## src/rtl/crvn_pkg.sv

```systemverilog
// ----------------------------------------------------------------------------
// crvn_pkg - shared constants for the Catmull-Rom value noise block
// Fixed widths of the request and result fields.
// ----------------------------------------------------------------------------
package crvn_pkg;
	localparam int TABLE_SIZE = 256;
	localparam int FRAC_BITS  = 16;
	localparam int CELL_W = $clog2(TABLE_SIZE);
	localparam int OUT_W  = FRAC_BITS + 4;
	localparam int CFG_W  = 3;
	// 2^F = LEAF_Q * (TABLE_SIZE-1) + 1 for this table size and fraction width,
	// so a leaf is m*LEAF_Q plus one rounding bit, no divider
	localparam int LEAF_Q = (1 << FRAC_BITS) / (TABLE_SIZE - 1);
	localparam logic MODE_LOAD = 1'b0;
	localparam logic MODE_EVAL = 1'b1;
endpackage

```

## src/rtl/catmull_rom_value_noise.sv

```systemverilog
// ----------------------------------------------------------------------------
// catmull_rom_value_noise - multi-dimensional value noise evaluator
// Permutation-table walk with Catmull-Rom interpolation per dimension,
// computed on one shared multiplier under a small sequencer.
// ----------------------------------------------------------------------------
// channel | signals                                   | dir
// in      | in_valid/in_ready, mode .. frac_3         | request in
// out     | out_valid/out_ready, noise_value          | result out
// cfg     | cfg_we, cfg_wdata (dimensions_in_use)     | write only
//
// A load request leaves the block in ST_IDLE; in_ready stays high, so loads go back to back.
// An evaluate request with d dims: each table read passes ST_DESC and ST_RDWAIT,
// each leaf ST_LEAF, each return ST_RET, each cubic ST_COEF, ST_MUL/ST_ACC (3 passes
// on the shared multiplier) and ST_FIN; out_valid rises in ST_OUT.
// After the result is taken the block returns to ST_IDLE for the next request.
// Reset sets only state_q, dims_q (to 2) and out_valid; the table is undefined until loaded.
// in_ready is low while a request is busy or a result waits to be taken.
// ----------------------------------------------------------------------------
module catmull_rom_value_noise #(
	parameter int MAX_DIMS = 4
) (
	input  logic clk,
	input  logic arst_n,
	input  logic cfg_we,
	input  logic [crvn_pkg::CFG_W-1:0] cfg_wdata,
	input  logic in_valid,
	output logic in_ready,
	input  logic mode,
	input  logic [crvn_pkg::CELL_W-1:0] load_address,
	input  logic [crvn_pkg::CELL_W-1:0] load_value,
	input  logic [crvn_pkg::CELL_W-1:0] start_index,
	input  logic [crvn_pkg::CELL_W-1:0] cell_0,
	input  logic [crvn_pkg::CELL_W-1:0] cell_1,
	input  logic [crvn_pkg::CELL_W-1:0] cell_2,
	input  logic [crvn_pkg::CELL_W-1:0] cell_3,
	input  logic [crvn_pkg::FRAC_BITS-1:0] frac_0,
	input  logic [crvn_pkg::FRAC_BITS-1:0] frac_1,
	input  logic [crvn_pkg::FRAC_BITS-1:0] frac_2,
	input  logic [crvn_pkg::FRAC_BITS-1:0] frac_3,
	output logic out_valid,
	input  logic out_ready,
	output logic signed [crvn_pkg::OUT_W-1:0] noise_value
);
	import crvn_pkg::*;

	localparam int AW = CELL_W;
	localparam int VW = OUT_W;                    // Q3.F value
	localparam int TW = VW + 6;                   // Horner accumulator
	localparam int PW = TW + FRAC_BITS + 1;       // product
	localparam int LW = $clog2(MAX_DIMS + 1);
	localparam int DW = (MAX_DIMS > 1) ? $clog2(MAX_DIMS) : 1;
	localparam int SD = 4 * (MAX_DIMS + 1);
	localparam int SW = $clog2(SD);
	localparam logic signed [VW-1:0] SAT_HI = {2'b00, {(VW-2){1'b1}}};
	localparam logic signed [VW-1:0] SAT_LO = {2'b11, {(VW-2){1'b0}}};

	localparam logic [3:0] ST_IDLE = 4'd0, ST_DESC = 4'd1, ST_RDWAIT = 4'd2,
		ST_LEAF = 4'd3, ST_RET = 4'd4, ST_COEF = 4'd5, ST_MUL = 4'd6,
		ST_ACC = 4'd7, ST_FIN = 4'd8, ST_OUT = 4'd9;

	logic [3:0] state_q;
	logic [CFG_W-1:0] dims_q;
	logic [AW-1:0] perm_mem [TABLE_SIZE];
	logic [AW-1:0] rd_q;
	logic [AW-1:0] rd_addr;
	logic [AW-1:0] leaf_q;
	logic [CELL_W-1:0] cell_q [4];
	logic [CELL_W-1:0] cell_in [4];
	logic [FRAC_BITS-1:0] frac_q [4];
	logic [LW-1:0] lvl_q;
	logic [LW-1:0] top_q;
	logic [1:0] j_q [MAX_DIMS+1];
	logic [AW-1:0] base_q [MAX_DIMS+1];
	logic signed [VW-1:0] stk_q [SD];
	logic signed [VW-1:0] ret_q;
	logic signed [TW-1:0] t_q, b_q, c_q, d_q;
	logic [1:0] step_q;
	logic signed [PW-1:0] prod_q;
	logic [LW-1:0] top_lvl;
	logic [CELL_W-1:0] top_cell;
	logic [AW-1:0] leaf_m;
	logic [VW-1:0] leaf_mag;
	logic signed [VW-1:0] leaf_val;

	assign top_lvl = (dims_q > CFG_W'(MAX_DIMS)) ? LW'(MAX_DIMS) : LW'(dims_q);
	assign in_ready = (state_q == ST_IDLE);

	// cell of the top level, straight from the request
	assign cell_in = '{cell_0, cell_1, cell_2, cell_3};
	assign top_cell = cell_in[2'(top_lvl - LW'(1))];

	// table address of neighbor j at level lvl_q
	always_comb begin
		rd_addr = AW'(base_q[lvl_q] + AW'(j_q[lvl_q]) - AW'(1));
	end

	// leaf: |TABLE_SIZE-1-2i| is the odd m below, value m*LEAF_Q + (m >= half)
	assign leaf_m = leaf_q[AW-1] ? {leaf_q[AW-2:0], 1'b1} : ~{leaf_q[AW-2:0], 1'b0};
	assign leaf_mag = VW'(leaf_m) * VW'(LEAF_Q) + VW'(leaf_m[AW-1]);
	assign leaf_val = leaf_q[AW-1] ? -$signed(leaf_mag) : $signed(leaf_mag);

	function automatic logic [SW-1:0] sidx(input logic [LW-1:0] l, input logic [1:0] j);
		return SW'({l, j});
	endfunction

	function automatic logic signed [VW-1:0] sat(input logic signed [TW-1:0] v);
		if (v > TW'(SAT_HI)) return SAT_HI;
		if (v < TW'(SAT_LO)) return SAT_LO;
		return VW'(v);
	endfunction

	// rounded shift by FRAC_BITS, half away from zero
	function automatic logic signed [TW-1:0] rnd(input logic signed [PW-1:0] p);
		logic signed [PW-1:0] m;
		m = (p < 0) ? -p : p;
		m = (m + (PW'(1) <<< (FRAC_BITS - 1))) >>> FRAC_BITS;
		return (p < 0) ? -TW'(m) : TW'(m);
	endfunction

	// cell used when descending from level l+1 to l
	function automatic logic [CELL_W-1:0] crvn_cell(input logic [LW-1:0] l);
		return cell_q[2'(l - LW'(1))];
	endfunction

	logic signed [TW-1:0] k0, k1, k2, k3;
	logic [DW-1:0] dsel;
	assign dsel = DW'(lvl_q);
	always_comb begin
		k0 = TW'(stk_q[sidx(lvl_q, 2'd0)]);
		k1 = TW'(stk_q[sidx(lvl_q, 2'd1)]);
		k2 = TW'(stk_q[sidx(lvl_q, 2'd2)]);
		k3 = TW'(stk_q[sidx(lvl_q, 2'd3)]);
	end

	logic signed [TW-1:0] t_half;
	logic signed [TW-1:0] t_abs;
	always_comb begin
		t_abs = (t_q < 0) ? -t_q : t_q;
		t_abs = (t_abs + TW'(1)) >>> 1;
		t_half = (t_q < 0) ? -t_abs : t_abs;
	end

	always_ff @(posedge clk) begin
		if (in_valid && in_ready && mode == MODE_LOAD)
			perm_mem[AW'(load_address)] <= AW'(load_value);
		rd_q <= perm_mem[rd_addr];
	end

	always_ff @(posedge clk or negedge arst_n) begin
		if (!arst_n) begin
			state_q   <= ST_IDLE;
			dims_q    <= CFG_W'(2);
			out_valid <= 1'b0;
		end else begin
			if (cfg_we)
				dims_q <= cfg_wdata;
			case (state_q)
				ST_IDLE: begin
					if (in_valid && mode == MODE_EVAL) begin
						cell_q <= '{cell_0, cell_1, cell_2, cell_3};
						frac_q <= '{frac_0, frac_1, frac_2, frac_3};
						lvl_q  <= top_lvl;
						top_q  <= top_lvl;
						j_q[top_lvl] <= 2'd0;
						if (top_lvl == '0) begin
							leaf_q  <= AW'(start_index);
							state_q <= ST_LEAF;
						end else begin
							base_q[top_lvl] <= AW'(AW'(start_index) + AW'(top_cell));
							state_q <= ST_DESC;
						end
					end
				end
				ST_DESC: state_q <= ST_RDWAIT;   // table read in flight
				ST_RDWAIT: begin
					if (lvl_q == LW'(1)) begin
						leaf_q  <= rd_q;
						state_q <= ST_LEAF;
					end else begin
						lvl_q <= lvl_q - LW'(1);
						j_q[lvl_q - LW'(1)] <= 2'd0;
						base_q[lvl_q - LW'(1)] <= AW'(rd_q + AW'(crvn_cell(lvl_q - LW'(1))));
						state_q <= ST_DESC;
					end
				end
				ST_LEAF: begin
					ret_q   <= leaf_val;
					state_q <= ST_RET;
				end
				ST_RET: begin
					if (top_q == '0) begin
						state_q <= ST_OUT;
					end else begin
						stk_q[sidx(lvl_q, j_q[lvl_q])] <= ret_q;
						if (j_q[lvl_q] == 2'd3) begin
							state_q <= ST_COEF;
						end else begin
							j_q[lvl_q] <= j_q[lvl_q] + 2'd1;
							state_q <= ST_DESC;
						end
					end
				end
				ST_COEF: begin
					t_q <= TW'(3) * (k1 - k2) + (k3 - k0);
					b_q <= TW'(2) * k0 - TW'(5) * k1 + TW'(4) * k2 - k3;
					c_q <= k2 - k0;
					d_q <= TW'(2) * k1;
					step_q <= 2'd0;
					state_q <= ST_MUL;
				end
				ST_MUL: begin
					prod_q <= PW'(t_q) * $signed({1'b0, frac_q[dsel - DW'(1)]});
					state_q <= ST_ACC;
				end
				ST_ACC: begin
					case (step_q)
						2'd0: t_q <= rnd(prod_q) + b_q;
						2'd1: t_q <= rnd(prod_q) + c_q;
						default: t_q <= rnd(prod_q) + d_q;
					endcase
					step_q <= step_q + 2'd1;
					state_q <= (step_q == 2'd2) ? ST_FIN : ST_MUL;
				end
				ST_FIN: begin
					ret_q <= sat(t_half);
					if (lvl_q == top_q) begin
						state_q <= ST_OUT;
					end else begin
						lvl_q <= lvl_q + LW'(1);
						state_q <= ST_RET;
					end
				end
				ST_OUT: begin
					out_valid <= 1'b1;
					if (out_valid && out_ready) begin
						out_valid <= 1'b0;
						state_q <= ST_IDLE;
					end
				end
				default: state_q <= ST_IDLE;
			endcase
		end
	end

	assign noise_value = ret_q;
endmodule

```

## config.mk

```make
export PLATFORM = sky130hd
export DESIGN_NAME = catmull_rom_value_noise
export DESIGN_NICKNAME = d
export VERILOG_FILES = /design/src/rtl/crvn_pkg.sv /design/src/rtl/catmull_rom_value_noise.sv
export SDC_FILE = /design/constraint.sdc
export NUM_CORES = 2
export LEC_CHECK = 0
export BUFFER_PORTS_ARGS = -buffer_cell sky130_fd_sc_hd__buf_2
export CAP_MARGIN = 30
export CORE_AREA = 3 3 592 594
export CTS_BUF_LIST = sky130_fd_sc_hd__clkbuf_4 sky130_fd_sc_hd__clkbuf_8
export CTS_CLUSTER_SIZE = 14
export DETAILED_ROUTE_END_ITERATION = 7
export DIE_AREA = 0 0 595 597
export GPL_TIMING_DRIVEN = 0
export PLACE_DENSITY_LB_ADDON = 0.25
export SYNTH_ARGS = -nofsm -noshare
export SYNTH_HDL_FRONTEND = slang
export SYNTH_SLANG_ARGS = --single-unit
```

## constraint.sdc

```tcl
create_clock -name clk -period 15 [get_ports clk]
set_input_delay 2.25 -clock clk [delete_from_list [all_inputs] [get_ports clk]]
set_output_delay 2.25 -clock clk [all_outputs]
set_load 0.03 [all_outputs]
```

==> metrics.md <==
| Metric | Value |
|---|---|
| # rows | `216` |
| Cell Area, Synth | `138,000 um^2` |
| Post-synth cell types | `104` |
| Layout cells sized above 1 | `0.201` |
| Total Wirelength | `402,000 um` |
| Post-CTS resize count | `0` |
| CTS root buf | `clkbuf_8` |
| Cell family with the largest share of critical-path delay | `adder cells` |
| Yosys warning total | `0` |
| WS Path Type | `reg -> reg` |
| Port Buf Inserts | `150` |
| Ys flop type | `edfxtp_1` |
| Initial core utilization | `0.399` |
| Maxcap violations | `0` |
| Routed vias/inst | `5.57` |
| Post-route antenna net violation count | `0` |
| Initial antenna violation count | `43` |
| Fillcell total | `30,200` |
| Async set-or-reset flop fraction in the synthesized netlist | `0.00287` |
| Largest net degree at the start of global routing | `150` |
| Final hold vios | `0` |
| Clock-pin slew on the worst setup and hold paths | `60 ps` |
| Most common cell after layout, fill and taps aside | `edfxtp_1` |
| Worst-Skew Late Latency | `1130 ps` |
| Critical path fanouts, max | `10` |
| Wire per inst | `28.3 um` |
| Remaining Overflow, GRT | `0` |
| Crit-path slowest cell | `clkbuf_1` |
| Synth top area share | `0.603` |
| Required time worst endpoint | `15,680 ps` |
| Worst path arrival time | `12,600 ps` |
| CTS tree | `yes` |
| Nets@finish | `10,200` |
| Hold_buf cts | `0` |
| Synthesized net count | `9,517` |
| Postcts setup bufs | `0` |
| Cell taking the most area after synthesis | `edfxtp_1` |
| TritonCTS Sinks | `2,785` |
| FF/Latch Area | `83,500 um^2` |
| Synth top area cells | `edfxtp_1 60%, mux4_2 13%, fa_1 7.5%, ha_1 3.3%, inv_1 2.2%` |
| Worst Tran Pin Value | `1130 ps` |
| Via count | `79,100` |
| Residual DRC | `0` |
| Max_slew headroom | `0.247` |
| Most frequent CP cell | `fa_1` |
| Slowest stage delay, CP | `790 ps` |
| CP endpoint kind | `flip-flop` |
| Total Die Area | `355,000 um^2` |
| Htree depth | `5` |
| CP startpoint kind | `flip-flop` |
| First-pass GRT wire length | `578,000 um` |
| Post-synth EDFFs | `2,766` |
| Worst hold path class | `reg -> reg` |
| First-pass DRT Iterations | `6` |
| Longest Clk Path Bufs | `4` |
| Setup TNS | `0 ps` |
| Maximum clock rate | `0.0839 GHz` |
| Vias in the first global route | `81,300` |
| Min cycle time layout | `11,910 ps` |
| Initial DRC Count | `8,418` |
| I/O pin cnt | `151` |
| DIE HEIGHT | `597 um` |
| Worst clock skew | `118 ps` |
| Standard cell core area | `346,000 um^2` |
| Unrepaired setup endpoints after global routing | `no` |
| Final period util | `0.794` |
| Post-synthesis sequential area ratio | `0.606` |
| CP Buf/Inv Count | `10` |
| Area Growth Syn to Fin | `12.6%` |
| RD Place Congestion | `0.894` |
| Slew Viols, Final | `0` |
| Area of the multi-input gates | `49,900 um^2` |
| Chip width | `595 um` |
| Status | `completed` |
| Setup Viol. Count Final | `0` |
| Num CTS Buffers | `440` |
| Total global-route track usage | `0.225` |
| Syn_area_per_cell | `16.2 um^2` |
| HPWL after DPL | `290,000 um` |
| Mapped Cells | `8,513` |
| Yosys reg bits | `2,785` |
| Most frequent cells in the layout | `2,766 x edfxtp_1, 821 x inv_1, 785 x mux4_2, 516 x fa_1, 495 x nand2_1` |
==> Yosys cell counts (34+ instances only) <==
cell type	count
ha_1	359
nor2b_1	52
and2_1	200
a21o_1	50
nor2_1	494
mux2i_1	90
or3_1	38
clkbuf_1	296
buf_1	86
mux4_2	785
nand2b_1	34
mux2_2	53
edfxtp_1	2766
o21ai_0	131
fa_1	516
a211oi_1	65
a21oi_1	186
xnor2_1	211
nand3_1	82
inv_1	821
nand2_1	495
xor2_1	115
nor3_1	73
==> layer usage <==
| layer | routed length, um | track usage | up-vias | part of all wire |
|---|---|---|---|---|
| met5 | 8 | 0 | - | 0.000020 |
| li1 | - | - | 33600 | - |
| met2 | 203000 | 0.389 | 3230 | 0.51 |
| met3 | 27100 | 0.0356 | 782 | 0.067 |
| met1 | 154000 | 0.284 | 41400 | 0.38 |
| met4 | 17100 | 0.0862 | 2 | 0.043 |
==> registers in the layout, summed over array words and instances, names as in the netlist, 21 cells and up, named ones only <==
signal    flops
b_q          26
base_q       40
c_q          21
cell_q       32
frac_q       64
perm_mem   2048
prod_q       43
stk_q       400
t_q          26
==> worst reg2reg max path, delay by kind of cell, from the launching register on <==
kind,cells,cell delay (ps)
xor+xnor,1,610
compound gates,7,2270
flops,1,380
simple gates,5,1000
buf+inv,10,2960
mux,1,500
fa+ha+maj,8,3850
==> kinds of logic (layout without fill, tap and decap cells) <==
group / Yosys count / after routing / share of synthesized area
AND/OR/NAND/NOR: 1624 / 1624 / 0.0555
buffers and inverters: 1214 / 2296 / 0.0334
XOR/XNOR: 328 / 328 / 0.0210
flip-flops: 2785 / 2785 / 0.606
other: 0 / 19 / 0
adder cells (fa/ha/maj): 875 / 875 / 0.108
AO/OA/AOI/OAI: 759 / 759 / 0.0378
multiplexers: 928 / 928 / 0.139
==> layout make-up <==
cell class / count / area share
clock inverter: 216 / 0.00830
timing repair buffer: 290 / 0.0194
multi-input combinational: 4514 / 0.321
clock buffer: 576 / 0.0459
antenna: 19 / 0.000306
tap: 4578 / 0.0369
inverter: 821 / 0.0199
buffer: 393 / 0.0101
sequential: 2785 / 0.538
==> worst paths after layout <==
check | startpoint | endpoint | slack (ps) | depth (start not counted)
worst max-delay path | lvl_q[0] | prod_q[42] | 3090 | 32
worst min-delay path | rd_q[0] | leaf_q[0] | 550 | 2
worst max register to register | lvl_q[0] | prod_q[42] | 3090 | 32
worst min register to register | rd_q[0] | leaf_q[0] | 550 | 2
max in group asynchronous | arst_n | out_valid | 13410 | 1
min in group asynchronous | arst_n | dims_q[0] | 1210 | 1
==> stage by stage <==
step / cells / utilization / hold slack (ps) / worst slack (ps) / instance area [um^2]
after floorplan: 8513 / - / 498 / 6320 / 138000
after global placement: 13200 / 0.418 / 540 / 988 / 144000
after detailed placement: 13400 / 0.424 / 535 / 3190 / 147000
after CTS: 14200 / 0.448 / 554 / 3090 / 155000
after global routing: 14200 / 0.449 / 562 / 2520 / 155000
final: 14200 / 0.449 / 548 / 3090 / 155000
Power is not shown: default switching activity piles up to over one toggle a cycle in this logic, so the estimate is an artifact.
